**config.mk**
```make
export PLATFORM = sky130hd
export DESIGN_NAME = banned_word_masker
export DESIGN_NICKNAME = d
export VERILOG_FILES = /design/src/rtl/core/bwm_pkg.sv /design/src/rtl/core/bwm_ram.sv /design/src/rtl/core/bwm_ctrl.sv /design/src/rtl/core/bwm_dp.sv /design/src/rtl/core/banned_word_masker.sv
export SDC_FILE = /design/constraint.sdc
export NUM_CORES = 2
export LEC_CHECK = 0
export BUFFER_PORTS_ARGS = -buffer_cell sky130_fd_sc_hd__buf_2
export CAP_MARGIN = 5
export CORE_AREA = 2 2 716 718
export DETAILED_ROUTE_END_ITERATION = 7
export DIE_AREA = 0 0 718 720
export PLACE_DENSITY = 0.53
export SLEW_MARGIN = 15
export SYNTH_ARGS = -nofsm -noshare
export SYNTH_HDL_FRONTEND = slang
export SYNTH_HIERARCHICAL = 1
export SYNTH_MEMORY_MAX_BITS = 65536
export SYNTH_SLANG_ARGS = --single-unit
```
**constraint.sdc**
```tcl
create_clock -name clk_i -period 4.64 [get_ports clk_i]
set_input_delay 0.232 -clock clk_i [delete_from_list [all_inputs] [get_ports clk_i]]
set_output_delay 0.232 -clock clk_i [all_outputs]
set_load 0.01 [all_outputs]
```
**src/rtl/core/bwm_pkg.sv**
```systemverilog
// Shared types and constants for the banned word masker.
// Used by the controller, the datapath and the top level; depends on nothing.
package bwm_pkg;

  typedef enum logic [1:0] {
    CMD_TEXT   = 2'd0,
    CMD_END    = 2'd1,
    CMD_DICT   = 2'd2,
    CMD_COMMIT = 2'd3
  } cmd_e;

  localparam logic [7:0] CH_SPACE  = 8'h20;
  localparam logic [7:0] CH_COMMA  = 8'h2C;
  localparam logic [7:0] CH_PERIOD = 8'h2E;
  localparam logic [7:0] CH_HYPHEN = 8'h2D;
  localparam logic [7:0] CH_STAR   = 8'h2A;

  // Strobes from the controller to the datapath.
  typedef struct packed {
    logic accept;
    logic scan_start;
    logic meta_rd;
    logic next_word;
    logic cmp_start;
    logic cmp_rd;
    logic next_byte;
    logic set_hit;
    logic emit_start;
    logic emit_rd;
    logic emit_char;
    logic emit_space;
  } ctrl_cmd_t;

  // Conditions reported by the datapath to the controller.
  typedef struct packed {
    logic closes;
    logic scan_done;
    logic meta_match;
    logic byte_eq;
    logic byte_last;
    logic emit_done;
    logic out_free;
  } dp_status_t;

  function automatic logic is_delim(input logic [7:0] b);
    return (b == CH_SPACE) || (b == CH_COMMA) || (b == CH_PERIOD) || (b == CH_HYPHEN);
  endfunction

endpackage

```
**src/rtl/core/bwm_ram.sv**
```systemverilog
// Generic single-write, single-read RAM with registered read data.
// Stand-alone; no package dependency.
module bwm_ram #(
  parameter int unsigned WIDTH = 8,
  parameter int unsigned DEPTH = 32,
  localparam int unsigned AW = (DEPTH > 1) ? $clog2(DEPTH) : 1
) (
  input  logic             clk_i,
  input  logic             we_i,
  input  logic [AW-1:0]    waddr_i,
  input  logic [WIDTH-1:0] wdata_i,
  input  logic             re_i,
  input  logic [AW-1:0]    raddr_i,
  output logic [WIDTH-1:0] rdata_o
);

  logic [WIDTH-1:0] mem_q [DEPTH];
  logic [WIDTH-1:0] rdata_q;

  always_ff @(posedge clk_i) begin
    if (we_i) begin
      mem_q[waddr_i] <= wdata_i;
    end
    if (re_i) begin
      rdata_q <= mem_q[raddr_i];
    end
  end

  assign rdata_o = rdata_q;

endmodule

```
**src/rtl/core/bwm_ctrl.sv**
```systemverilog
// Controller state machine of the banned word masker.
// Depends on bwm_pkg; drives the datapath strobes and the input stall.
module bwm_ctrl (
  input  logic                   clk_i,
  input  logic                   rst_ni,
  input  logic                   in_valid_i,
  output logic                   in_stall_o,
  input  bwm_pkg::dp_status_t    status_i,
  output bwm_pkg::ctrl_cmd_t     ctrl_o
);
  import bwm_pkg::*;

  typedef enum logic [7:0] {
    S_IDLE     = 8'b0000_0001,
    S_META     = 8'b0000_0010,
    S_META_CHK = 8'b0000_0100,
    S_CMP_RD   = 8'b0000_1000,
    S_CMP_CHK  = 8'b0001_0000,
    S_EMIT_RD  = 8'b0010_0000,
    S_EMIT_WR  = 8'b0100_0000,
    S_EMIT_SP  = 8'b1000_0000
  } state_e;

  state_e state_q, state_d;

  always_comb begin
    state_d    = state_q;
    ctrl_o     = '0;
    in_stall_o = 1'b1;
    unique case (state_q)
      S_IDLE: begin
        in_stall_o = 1'b0;
        if (in_valid_i) begin
          ctrl_o.accept = 1'b1;
          if (status_i.closes) begin
            ctrl_o.scan_start = 1'b1;
            state_d           = S_META;
          end
        end
      end
      S_META: begin
        if (status_i.scan_done) begin
          ctrl_o.emit_start = 1'b1;
          state_d           = S_EMIT_RD;
        end else begin
          ctrl_o.meta_rd = 1'b1;
          state_d        = S_META_CHK;
        end
      end
      S_META_CHK: begin
        if (status_i.meta_match) begin
          ctrl_o.cmp_start = 1'b1;
          state_d          = S_CMP_RD;
        end else begin
          ctrl_o.next_word = 1'b1;
          state_d          = S_META;
        end
      end
      S_CMP_RD: begin
        ctrl_o.cmp_rd = 1'b1;
        state_d       = S_CMP_CHK;
      end
      S_CMP_CHK: begin
        priority if (!status_i.byte_eq) begin
          ctrl_o.next_word = 1'b1;
          state_d          = S_META;
        end else if (status_i.byte_last) begin
          ctrl_o.set_hit    = 1'b1;
          ctrl_o.emit_start = 1'b1;
          state_d           = S_EMIT_RD;
        end else begin
          ctrl_o.next_byte = 1'b1;
          state_d          = S_CMP_RD;
        end
      end
      S_EMIT_RD: begin
        if (status_i.emit_done) begin
          state_d = S_EMIT_SP;
        end else begin
          ctrl_o.emit_rd = 1'b1;
          state_d        = S_EMIT_WR;
        end
      end
      S_EMIT_WR: begin
        if (status_i.out_free) begin
          ctrl_o.emit_char = 1'b1;
          ctrl_o.next_byte = 1'b1;
          state_d          = S_EMIT_RD;
        end
      end
      S_EMIT_SP: begin
        if (status_i.out_free) begin
          ctrl_o.emit_space = 1'b1;
          state_d           = S_IDLE;
        end
      end
      default: begin
        state_d = S_IDLE;
      end
    endcase
  end

  always_ff @(posedge clk_i or negedge rst_ni) begin
    if (!rst_ni) begin
      state_q <= S_IDLE;
    end else begin
      state_q <= state_d;
    end
  end

endmodule

```
**src/rtl/core/bwm_dp.sv**
```systemverilog
// Datapath of the banned word masker: token, word and length memories,
// counters, match flag and the output register. Depends on bwm_pkg and bwm_ram.
module bwm_dp #(
  parameter int unsigned MAX_TOKEN_LEN = 32,
  parameter int unsigned MAX_WORDS     = 16,
  parameter int unsigned MAX_WORD_LEN  = 32
) (
  input  logic                 clk_i,
  input  logic                 rst_ni,
  input  bwm_pkg::ctrl_cmd_t   ctrl_i,
  output bwm_pkg::dp_status_t  status_o,
  input  logic [1:0]           cmd_i,
  input  logic [7:0]           data_byte_i,
  input  logic                 out_stall_i,
  output logic                 out_valid_o,
  output logic [7:0]           out_byte_o,
  output logic                 last_o,
  output logic                 truncated_o
);
  import bwm_pkg::*;

  localparam int unsigned TLW    = $clog2(MAX_TOKEN_LEN + 1);
  localparam int unsigned TIW    = $clog2(MAX_TOKEN_LEN);
  localparam int unsigned WLW    = $clog2(MAX_WORD_LEN + 1);
  localparam int unsigned WIW    = $clog2(MAX_WORD_LEN);
  localparam int unsigned WCW    = $clog2(MAX_WORDS + 1);
  localparam int unsigned WAW    = (MAX_WORDS > 1) ? $clog2(MAX_WORDS) : 1;
  localparam int unsigned LW     = (TLW > WLW) ? TLW : WLW;
  localparam int unsigned WDEPTH = MAX_WORDS * (2 ** WIW);
  localparam int unsigned WRAW   = $clog2(WDEPTH);

  logic [TLW-1:0] tok_len_q;
  logic           tok_ovf_q;
  logic [WCW-1:0] word_count_q;
  logic [WLW-1:0] load_len_q;
  logic           load_unus_q;
  logic [WCW-1:0] word_idx_q;
  logic [TLW-1:0] idx_q;
  logic           hit_q;
  logic           out_valid_q;
  logic [7:0]     out_byte_q;
  logic           out_last_q;
  logic           out_trunc_q;

  logic           delim;
  logic           tok_full, dict_full, load_full;
  logic           tok_we, dict_we, meta_we, dict_over;
  logic [7:0]     tok_rdata, word_rdata;
  logic [WLW:0]   meta_rdata;
  logic           out_free;

  assign delim     = is_delim(data_byte_i);
  assign tok_full  = (tok_len_q == TLW'(MAX_TOKEN_LEN));
  assign dict_full = (word_count_q == WCW'(MAX_WORDS));
  assign load_full = (load_len_q == WLW'(MAX_WORD_LEN));

  assign tok_we    = ctrl_i.accept && (cmd_i == CMD_TEXT) && !delim && !tok_full;
  assign dict_we   = ctrl_i.accept && (cmd_i == CMD_DICT) && !dict_full && !load_full;
  assign dict_over = ctrl_i.accept && (cmd_i == CMD_DICT) && !dict_full && load_full;
  assign meta_we   = ctrl_i.accept && (cmd_i == CMD_COMMIT) && !dict_full;

  bwm_ram #(.WIDTH(8), .DEPTH(MAX_TOKEN_LEN)) u_tok_ram (
    .clk_i   (clk_i),
    .we_i    (tok_we),
    .waddr_i (tok_len_q[TIW-1:0]),
    .wdata_i (data_byte_i),
    .re_i    (ctrl_i.cmp_rd || ctrl_i.emit_rd),
    .raddr_i (idx_q[TIW-1:0]),
    .rdata_o (tok_rdata)
  );

  // Each word owns a slot of a power-of-two number of bytes.
  bwm_ram #(.WIDTH(8), .DEPTH(WDEPTH)) u_word_ram (
    .clk_i   (clk_i),
    .we_i    (dict_we),
    .waddr_i (WRAW'({word_count_q[WAW-1:0], load_len_q[WIW-1:0]})),
    .wdata_i (data_byte_i),
    .re_i    (ctrl_i.cmp_rd),
    .raddr_i (WRAW'({word_idx_q[WAW-1:0], WIW'(idx_q)})),
    .rdata_o (word_rdata)
  );

  // Per word: unusable flag above the committed length.
  bwm_ram #(.WIDTH(WLW + 1), .DEPTH(MAX_WORDS)) u_meta_ram (
    .clk_i   (clk_i),
    .we_i    (meta_we),
    .waddr_i (word_count_q[WAW-1:0]),
    .wdata_i ({load_unus_q, load_len_q}),
    .re_i    (ctrl_i.meta_rd),
    .raddr_i (word_idx_q[WAW-1:0]),
    .rdata_o (meta_rdata)
  );

  assign out_free = !out_valid_q || !out_stall_i;

  always_comb begin
    status_o.closes     = (((cmd_i == CMD_TEXT) && delim) || (cmd_i == CMD_END)) &&
                          ((tok_len_q != '0) || tok_ovf_q);
    status_o.scan_done  = tok_ovf_q || (word_idx_q == word_count_q);
    status_o.meta_match = !meta_rdata[WLW] &&
                          (LW'(meta_rdata[WLW-1:0]) == LW'(tok_len_q));
    status_o.byte_eq    = (tok_rdata == word_rdata);
    status_o.byte_last  = ((idx_q + TLW'(1)) == tok_len_q);
    status_o.emit_done  = (idx_q == tok_len_q);
    status_o.out_free   = out_free;
  end

  always_ff @(posedge clk_i or negedge rst_ni) begin
    if (!rst_ni) begin
      tok_len_q    <= '0;
      tok_ovf_q    <= 1'b0;
      word_count_q <= '0;
      load_len_q   <= '0;
      load_unus_q  <= 1'b0;
      word_idx_q   <= '0;
      idx_q        <= '0;
      hit_q        <= 1'b0;
      out_valid_q  <= 1'b0;
    end else begin
      if (tok_we) begin
        tok_len_q <= tok_len_q + TLW'(1);
      end else if (ctrl_i.accept && (cmd_i == CMD_TEXT) && !delim) begin
        tok_ovf_q <= 1'b1;
      end
      if (ctrl_i.emit_space) begin
        tok_len_q <= '0;
        tok_ovf_q <= 1'b0;
      end

      if (dict_we) begin
        load_len_q <= load_len_q + WLW'(1);
      end
      if (dict_over) begin
        load_unus_q <= 1'b1;
      end
      if (meta_we) begin
        word_count_q <= word_count_q + WCW'(1);
        load_len_q   <= '0;
        load_unus_q  <= 1'b0;
      end

      if (ctrl_i.scan_start) begin
        word_idx_q <= '0;
        hit_q      <= 1'b0;
      end else if (ctrl_i.next_word) begin
        word_idx_q <= word_idx_q + WCW'(1);
      end
      if (ctrl_i.set_hit) begin
        hit_q <= 1'b1;
      end

      if (ctrl_i.cmp_start || ctrl_i.emit_start) begin
        idx_q <= '0;
      end else if (ctrl_i.next_byte) begin
        idx_q <= idx_q + TLW'(1);
      end

      if (ctrl_i.emit_char || ctrl_i.emit_space) begin
        out_valid_q <= 1'b1;
      end else if (!out_stall_i) begin
        out_valid_q <= 1'b0;
      end
    end
  end

  always_ff @(posedge clk_i) begin
    if (ctrl_i.emit_char) begin
      out_byte_q  <= hit_q ? CH_STAR : tok_rdata;
      out_last_q  <= 1'b0;
      out_trunc_q <= tok_ovf_q;
    end else if (ctrl_i.emit_space) begin
      out_byte_q  <= CH_SPACE;
      out_last_q  <= 1'b1;
      out_trunc_q <= tok_ovf_q;
    end
  end

  assign out_valid_o = out_valid_q;
  assign out_byte_o  = out_byte_q;
  assign last_o      = out_last_q;
  assign truncated_o = out_trunc_q;

endmodule

```
**src/rtl/core/banned_word_masker.sv**
```systemverilog
// Top level of the banned word masker: controller plus datapath.
// Depends on bwm_pkg, bwm_ctrl, bwm_dp (and through it bwm_ram).
//
//   channel | handshake                 | payload
//   --------+---------------------------+------------------------------------
//   input   | in_valid_i / in_stall_o   | cmd_i[1:0], data_byte_i[7:0]
//   output  | out_valid_o / out_stall_i | out_byte_o[7:0], last_o, truncated_o
//
// A transaction that does not close a token is accepted in S_IDLE, which it keeps.
// A closing transaction is accepted, then scans the committed words, unless the token
// was truncated: each word passes S_META and S_META_CHK, and each usable word of the
// token's length has its bytes compared in S_CMP_RD and S_CMP_CHK; a scan with no
// match ends in S_META. Then each token byte passes S_EMIT_RD and S_EMIT_WR, and the
// trailing space S_EMIT_RD and S_EMIT_SP. The registered read of the token and word
// memories is why each read has a state of its own. Output stalls hold S_EMIT_WR and
// S_EMIT_SP; the output register lets the next transaction enter while the space waits.
// Reset clears only counters and control; memory contents are never read before
// they are written, so no clearing pass follows reset.
module banned_word_masker #(
  parameter int unsigned MAX_TOKEN_LEN = 32,
  parameter int unsigned MAX_WORDS     = 16,
  parameter int unsigned MAX_WORD_LEN  = 32
) (
  input  logic       clk_i,
  input  logic       rst_ni,
  input  logic       in_valid_i,
  output logic       in_stall_o,
  input  logic [1:0] cmd_i,
  input  logic [7:0] data_byte_i,
  output logic       out_valid_o,
  input  logic       out_stall_i,
  output logic [7:0] out_byte_o,
  output logic       last_o,
  output logic       truncated_o
);
  import bwm_pkg::*;

  ctrl_cmd_t  ctrl;
  dp_status_t status;

  bwm_ctrl u_ctrl (
    .clk_i      (clk_i),
    .rst_ni     (rst_ni),
    .in_valid_i (in_valid_i),
    .in_stall_o (in_stall_o),
    .status_i   (status),
    .ctrl_o     (ctrl)
  );

  bwm_dp #(
    .MAX_TOKEN_LEN (MAX_TOKEN_LEN),
    .MAX_WORDS     (MAX_WORDS),
    .MAX_WORD_LEN  (MAX_WORD_LEN)
  ) u_dp (
    .clk_i       (clk_i),
    .rst_ni      (rst_ni),
    .ctrl_i      (ctrl),
    .status_o    (status),
    .cmd_i       (cmd_i),
    .data_byte_i (data_byte_i),
    .out_stall_i (out_stall_i),
    .out_valid_o (out_valid_o),
    .out_byte_o  (out_byte_o),
    .last_o      (last_o),
    .truncated_o (truncated_o)
  );

  // The output register is loaded only when its previous transaction has left.
  assert property (@(posedge clk_i) disable iff (!rst_ni)
    (ctrl.emit_char || ctrl.emit_space) |-> (!out_valid_o || !out_stall_i))
    else $error("output register overwritten while stalled");

  // A scan starts only on an accepted input transaction.
  assert property (@(posedge clk_i) disable iff (!rst_ni)
    ctrl.scan_start |-> (in_valid_i && !in_stall_o))
    else $error("scan started without an input transaction");

  // Once the trailing space is loaded, the block takes input in the next cycle.
  assert property (@(posedge clk_i) disable iff (!rst_ni)
    ctrl.emit_space |=> !in_stall_o)
    else $error("block not idle after the trailing space");

endmodule

```
**Word level (Yosys, flattened, before mapping)**

Memory sizes are Yosys's and may differ from the RTL's. A register that Yosys moved wholly into a read port is not among the register bits.
Index checks and enable logic that the tools add are counted.

- Register bits: 50
- RAM bits: 4464
- Input port bits: 14
- Output and inout port bits: 12
- Word-level logic and storage cells: 153
- Memories kept: 3

- Add/subtract/negate cells: 5
- Equality and inequality tests: 29
- Mux-type cells: 62
- Reduce and logical (&&, ||, !) cells: 41

Memories:

| name | words | bits a word | read ports | clocked after Yosys merged registers in | wr ports | RTL line | source |
|---|---|---|---|---|---|---|---|
| u_dp.u_word_ram.mem_q | 512 | 8 | 1 | 1 | 1 | bwm_ram.sv:17 | `logic [WIDTH-1:0] mem_q [DEPTH];` |
| u_dp.u_tok_ram.mem_q | 32 | 8 | 1 | 1 | 1 | bwm_ram.sv:17 |  |
| u_dp.u_meta_ram.mem_q | 16 | 7 | 1 | 1 | 1 | bwm_ram.sv:17 |  |

Operators by type and width:

| operator | count |
|---|---|
| $mux 8 | 8 |
| $pmux 8 s8 | 1 |
| $mux 6 | 9 |
| $eq 8x6->1 const B | 5 |
| $mux 1 | 34 |
| $add 6x1->6 const B | 3 |
| $eq 6x6->1 | 3 |
| $reduce_bool 2->1 | 8 |
| $eq 6x6->1 const B | 2 |
| $logic_and 1x1->1 | 12 |
| $add 5x1->5 const B | 2 |
| $logic_or 1x1->1 | 10 |
| $mux 5 | 2 |
| $eq 8x1->1 const B | 1 |
| $eq 8x2->1 const B | 1 |
| $eq 8x3->1 const B | 1 |
| $eq 8x4->1 const B | 1 |
| $eq 8x5->1 const B | 1 |
| $eq 8x7->1 const B | 1 |
| $eq 8x8->1 | 1 |
| $eq 8x8->1 const B | 1 |
| $ne 2x1->1 const B | 4 |
| $logic_not 1->1 | 7 |
| $mux 2 | 3 |
| other kinds (12) | 16 |

**Longest topological paths before layout**

- Depth in word-level cells: 15
- Depth in mapped cells: 12
- Depth with buffers taken out: 10

**Modules after synthesis**

Netlist, hierarchy kept.

By module, submodules not included:

| module | instances | cells each | area an instance (um^2) | sequential area each (um^2) |
|---|---|---|---|---|
| bwm_ram at u_dp.u_word_ram | 1 | 8030 | 160007.2 | 123238.2 |
| bwm_ram at u_dp.u_tok_ram | 1 | 417 | 10133.5 | 7927.6 |
| bwm_ram at u_dp.u_meta_ram | 1 | 203 | 4600.7 | 3573.4 |
| bwm_dp | 1 | 250 | 2469.9 | 1091.0 |
| bwm_ctrl | 1 | 71 | 621.8 | 201.4 |

**Least setup slack after synthesis**

No wires, ideal clock.

- Path kind: flip-flop to flip-flop
- Start point: register u_ctrl.state_q[3]
- End point: memory u_dp.u_word_ram.mem_q[131][0] (enable)
- Library setup time: 0.370 ns
- Arrival: 3.126 ns
- Data required time: 4.270 ns
- Slack: 1.144 ns
- Cell stages (with the launch flop): 12
- Buffers on the path: 2
- Clock period less this slack: 3.496 ns
- Path through: dfrtp_1 > clkbuf_1 > nor4_2 > and3_1 > nand2_1 > nor2_1 > nand2_1 > nor2_1 > nor3b_1 > nand3_1 > clkbuf_1 > nor2_1

RTL lines:

| what | RTL line | source |
|---|---|---|
| start, declared | bwm_ctrl.sv:24 | `state_e state_q, state_d;` |
| start signal, assigned | bwm_ctrl.sv:107 | `state_q <= state_d;` |
| end, declared | bwm_ram.sv:17 |  |

==> run_results.csv <==
group,metric,value,unit
clock_tree,clock_latency,1.04,ns
critical_path,crit_required,5.55,ns
die,core,508400,µm²
drt,via_per_inst,5.524,
clock_tree,cts_tree,"built",
clock_tree,path_clk_slew,0.06,ns
yosys,syn_inst,8971,
grt,grt_pass1_vias,92640,
critical_path,arrival,5.56,ns
yosys,synth.avg_cell_area,19.82,µm²
yosys,synthFlopType,"edfxtp_1",
job,max_cap_viol_count,0,
grt,antenna_found_initial,16,
timing,post-route-min-period,4.651,ns
hold_path,min_to,"u_dp/u_word_ram/mem_q[173][0]$_DFFE_PP_",
grt,grt_max_degree,214,
pwr,leakage,63.18,nW
critical_path,critPathMaxFanout,76,
yosys,synth-edff-count,4496,
die,start_util,34.98,%
critical_path,rr_worst_depth,9,
drt,drt_pass1_iterations,6,
yosys,yosysUniqueCellTypes,83,
final_layout,fin_nets,9613,
hold_path,min_path_type,"in -> reg",
timing,timing.fmax,0.2150,GHz
timing,setup_violations,1,
yosys,yosysTopAreaCellShare,75.92,%
critical_path,critical_path.top_delay_family,"simple AND/OR/NAND/NOR gates",
critical_path,crit_chain,"inv_8 -> nor2_1 -> buf_4 -> a22oi_1 -> a21oi_1 -> a31oi_1 -> nor4_1 -> buf_4 -> o2111a_1",
clock_tree,cts_buffer_depth,4,
timing,finalCritPeriodShare,100.2,%
drt,dr_total_vias,92330,
yosys,synth_seq_cells,4537,
critical_path,cpMostUsedCell,"buf_4",
yosys,synth.net_count,8993,
grt,grt_pass1_wl,695900,µm
timing,slew_violations,0,
drt,drt_iter0_markers,10860,
die,placementRows,262,
drt,wirelength,491500,µm
hold_path,min_path_cells,2,
critical_path,cpPeakStageDelay,0.96,ns
die,io_pins,26,
grt,grtUsageTotal,18.43,%
critical_path,rr_endpoint,"u_dp/u_word_ram/rdata_o[1]$_DFFE_PP_",
placed_design,place.port_buffers,25,
critical_path,crit_type,"reg -> reg",
timing,worst_slew_pin_slew,1.300,ns
die,fp.dieW,718,µm
placed_design,dp_slack,0.05657,ns
yosys,synthTopCellsByArea,"edfxtp_1 (76%), mux4_2 (9.4%), mux2i_1 (4.5%), o221ai_1 (1.8%), nor2_1 (1.4%)",
timing,worst_slack,-0.01076,ns
yosys,netlist_area,177800,µm²
final_layout,fin_cells,16720,
drt,wl_per_cell,29.41,µm
timing,finalHoldViolCount,0,
timing,rsz0062_at_grt,"false",
clock_tree,cts-root-buf,"clkbuf_16",
yosys,yosys.area.top_type,"edfxtp_1",
pwr,peakVddDrop,318.5,µV
drt,route.detailed.drc,0,
yosys,async_reset_ff_share,0.8816,%
final_layout,final_layout_size_suffix_gt1_share,22.12,%
critical_path,r2r-start,"u_dp/idx_q[4]$_DFFE_PN0P_",
critical_path,cp_num_buf_inv,3,
timing,relSlewSlack,13.35,%
drt,postRouteAntennaNets,0,
hold_path,hold_path_startpoint,"data_byte_i[0]",
clock_tree,h-tree-depth,5,
die,die_h,720,µm
timing,clock_skew,0.06794,ns
critical_path,cp_slowest_cell,"nor2_1",
critical_path,reg2reg_slack,-0.01,ns
clock_tree,cts_inserted_buffers,451,
yosys,synth-warning-count,6,
status,status,"complete, but fails checks",
status,violations,"negative setup slack",
pwr,power_density,473.3,nW/µm²
critical_path,crit_path_start_kind,"register",
yosys,yosysSeqAreaShare,76.49,%
final_layout,area_growth,15.07,%
die,die_area,517000,µm²
grt,grt_overflow_total,0,
clock_tree,clock_sinks,4537,
placed_design,place.gp.congestion,0.8603,
placed_design,dpl.hpwl,307300,µm
clock_tree,cts_setup_buffers,0,
critical_path,cp-end-kind,"register",
placed_design,placed_cells,15850,
==> how the worst max path moves through the flow <==
stage | from | end | slack (ns) | depth (start not counted)
CTS | u_dp/idx_q[1]$_DFFE_PN0P_ | u_dp/u_word_ram/rdata_o[2]$_DFFE_PP_ | 0.03 | 10
global route | u_dp/idx_q[0]$_DFFE_PN0P_ | u_dp/u_word_ram/rdata_o[2]$_DFFE_PP_ | 0.002 | 11
floorplan | u_ctrl/state_q[3]$_DFFE_PN0P_ | u_dp/u_word_ram/mem_q[131][0]$_DFFE_PP_ | 1.14 | 11
global placement | u_ctrl/state_q[0]$_DFFE_PN1P_ | u_dp/u_word_ram/mem_q[112][4]$_DFFE_PP_ | -0.02 | 12
finish | u_dp/idx_q[4]$_DFFE_PN0P_ | u_dp/u_word_ram/rdata_o[1]$_DFFE_PP_ | -0.01 | 9
detailed placement | u_dp/idx_q[1]$_DFFE_PN0P_ | u_dp/u_word_ram/rdata_o[2]$_DFFE_PP_ | 0.06 | 10
==> metrics by stage <==
stage / util (%) / instance area [µm²] / TNS, ns / hold slack, ns / total power [W]
final: 40.25 / 204600 / -0.01076 / 0.1464 / 0.09685
after global routing: 40.24 / 204600 / 0 / 0.1395 / 0.09997
after CTS: 40.23 / 204600 / 0 / 0.09151 / 0.09768
after detailed placement: 37.29 / 189600 / 0 / 0.3690 / 0.06141
after global placement: 37.28 / 189600 / -0.09047 / 0.3643 / 0.06130
after floorplan: - / 177800 / 0 / -0.06359 / 0.05694
==> synthesized netlist by cell type (30+ instances only) <==
library cell and instances:
a21oi_1 202, clkbuf_1 284, and2_1 30, o221ai_1 371
buf_2 64, o22ai_1 164, mux4_2 745, o21ai_0 127
buf_6 69, edfxtp_1 4496, mux2i_1 800, buf_1 47
nor4_1 40, nor2_1 676, a22oi_1 75, nand3_1 51
buf_4 77, nand4_1 42, dfrtp_1 39, nand2_1 136
nor3_1 121
==> registers in the layout, indices dropped and copies added (netlist names) <==
| register | cells |
|---|---|
| u_ctrl/state_q | 8 |
| u_dp/out_valid_o | 1 |
| u_dp/load_len_q | 6 |
| u_dp/idx_q | 6 |
| u_dp/truncated_o | 1 |
| u_dp/u_meta_ram/mem_q | 112 |
| u_dp/u_tok_ram/rdata_o | 8 |
| u_dp/last_o | 1 |
| u_dp/u_meta_ram/rdata_o | 7 |
| u_dp/tok_ovf_q | 1 |
| u_dp/word_count_q | 5 |
| u_dp/u_word_ram/rdata_o | 8 |
| u_dp/load_unus_q | 1 |
| u_dp/u_word_ram/mem_q | 4096 |
| u_dp/hit_q | 1 |
| u_dp/tok_len_q | 6 |
| u_dp/word_idx_q | 5 |
| u_dp/u_tok_ram/mem_q | 256 |
| u_dp/out_byte_o | 8 |
==> power breakdown <==
part | internal, W | switching [W]
Clock | 0.0205 | 0.0159
Combinational | 0.00650 | 0.00846
Sequential | 0.0453 | 0.000200
==> layout make-up <==
cell class | count | area, µm²
Inverter | 17 | 71.32
Tap cell | 6732 | 8423
Sequential cell | 4537 | 136100
Clock inverter | 313 | 3241
Multi-Input combinational cell | 3858 | 38750
Fill cell | 44660 | 303800
Clock buffer | 521 | 11580
Antenna cell | 11 | 27.53
Timing Repair Buffer | 726 | 6482
==> cell usage in the layout, fill, tap and decap left out, types with 17 or more instances in the layout <==
cell type   count
nor4_1         38
nand3_1        47
clkinv_2      104
xnor2_1        26
mux4_2        745
mux4_1         17
nand4_1        42
o221ai_1      371
nor3_1        120
mux2i_1       800
a211oi_1       18
dfrtp_1        32
buf_2          17
clkbuf_1       67
bufinv_16      45
nand2_1       121
clkinvlp_4     27
nor2_1        673
o22ai_1       164
xor2_1         21
a21oi_1       202
buf_12         76
clkbuf_16     451
clkinv_1       94
o21ai_0       127
buf_4         607
edfxtp_1     4496
and2_1         28
a22oi_1        75
==> worst register-to-register path: cells and delay by family, from the launching register on <==
family / cells / cell delay, ns
AND/OR/NAND/NOR: 2 / 1.93
flip-flops: 1 / 0.75
AO/OA/AOI/OAI: 4 / 0.84
buffers and inverters: 3 / 1.02
==> layer usage <==
layer | track usage [%] | vias up | part of all wire, %
met3 | 2.932 | 661 | 7.1
li1 | - | 38510 | -
met1 | 26.02 | 49380 | 43
met4 | 4.865 | 6 | 2.7
met5 | 0 | - | 0.0090
met2 | 29.79 | 3773 | 47
==> logic make-up (layout without fill, tap and decap cells) <==
| kind of cell | count (synthesis) | after routing | synth area share, % |
|---|---|---|---|
| DFF | 4537 | 4537 | 76.49 |
| muxes | 1571 | 1571 | 14.25 |
| and+or+nand+nor | 1200 | 1200 | 3.035 |
| AOI/OAI and AO/OA | 1031 | 1031 | 4.086 |
| buffers and inverters | 576 | 1577 | 1.845 |
| xor gates and xnor gates | 47 | 47 | 0.2315 |
| adders and majority gates | 9 | 9 | 0.06192 |
| other | 0 | 11 | 0 |
==> what timing repair did <==
item,CTS,global route
gates resized for setup,0,1
setup endpoints to repair,0,508
endpoints found under the hold margin,653,0
hold buffers,16,0
Note: power is estimated with default switching activity, not from simulation.
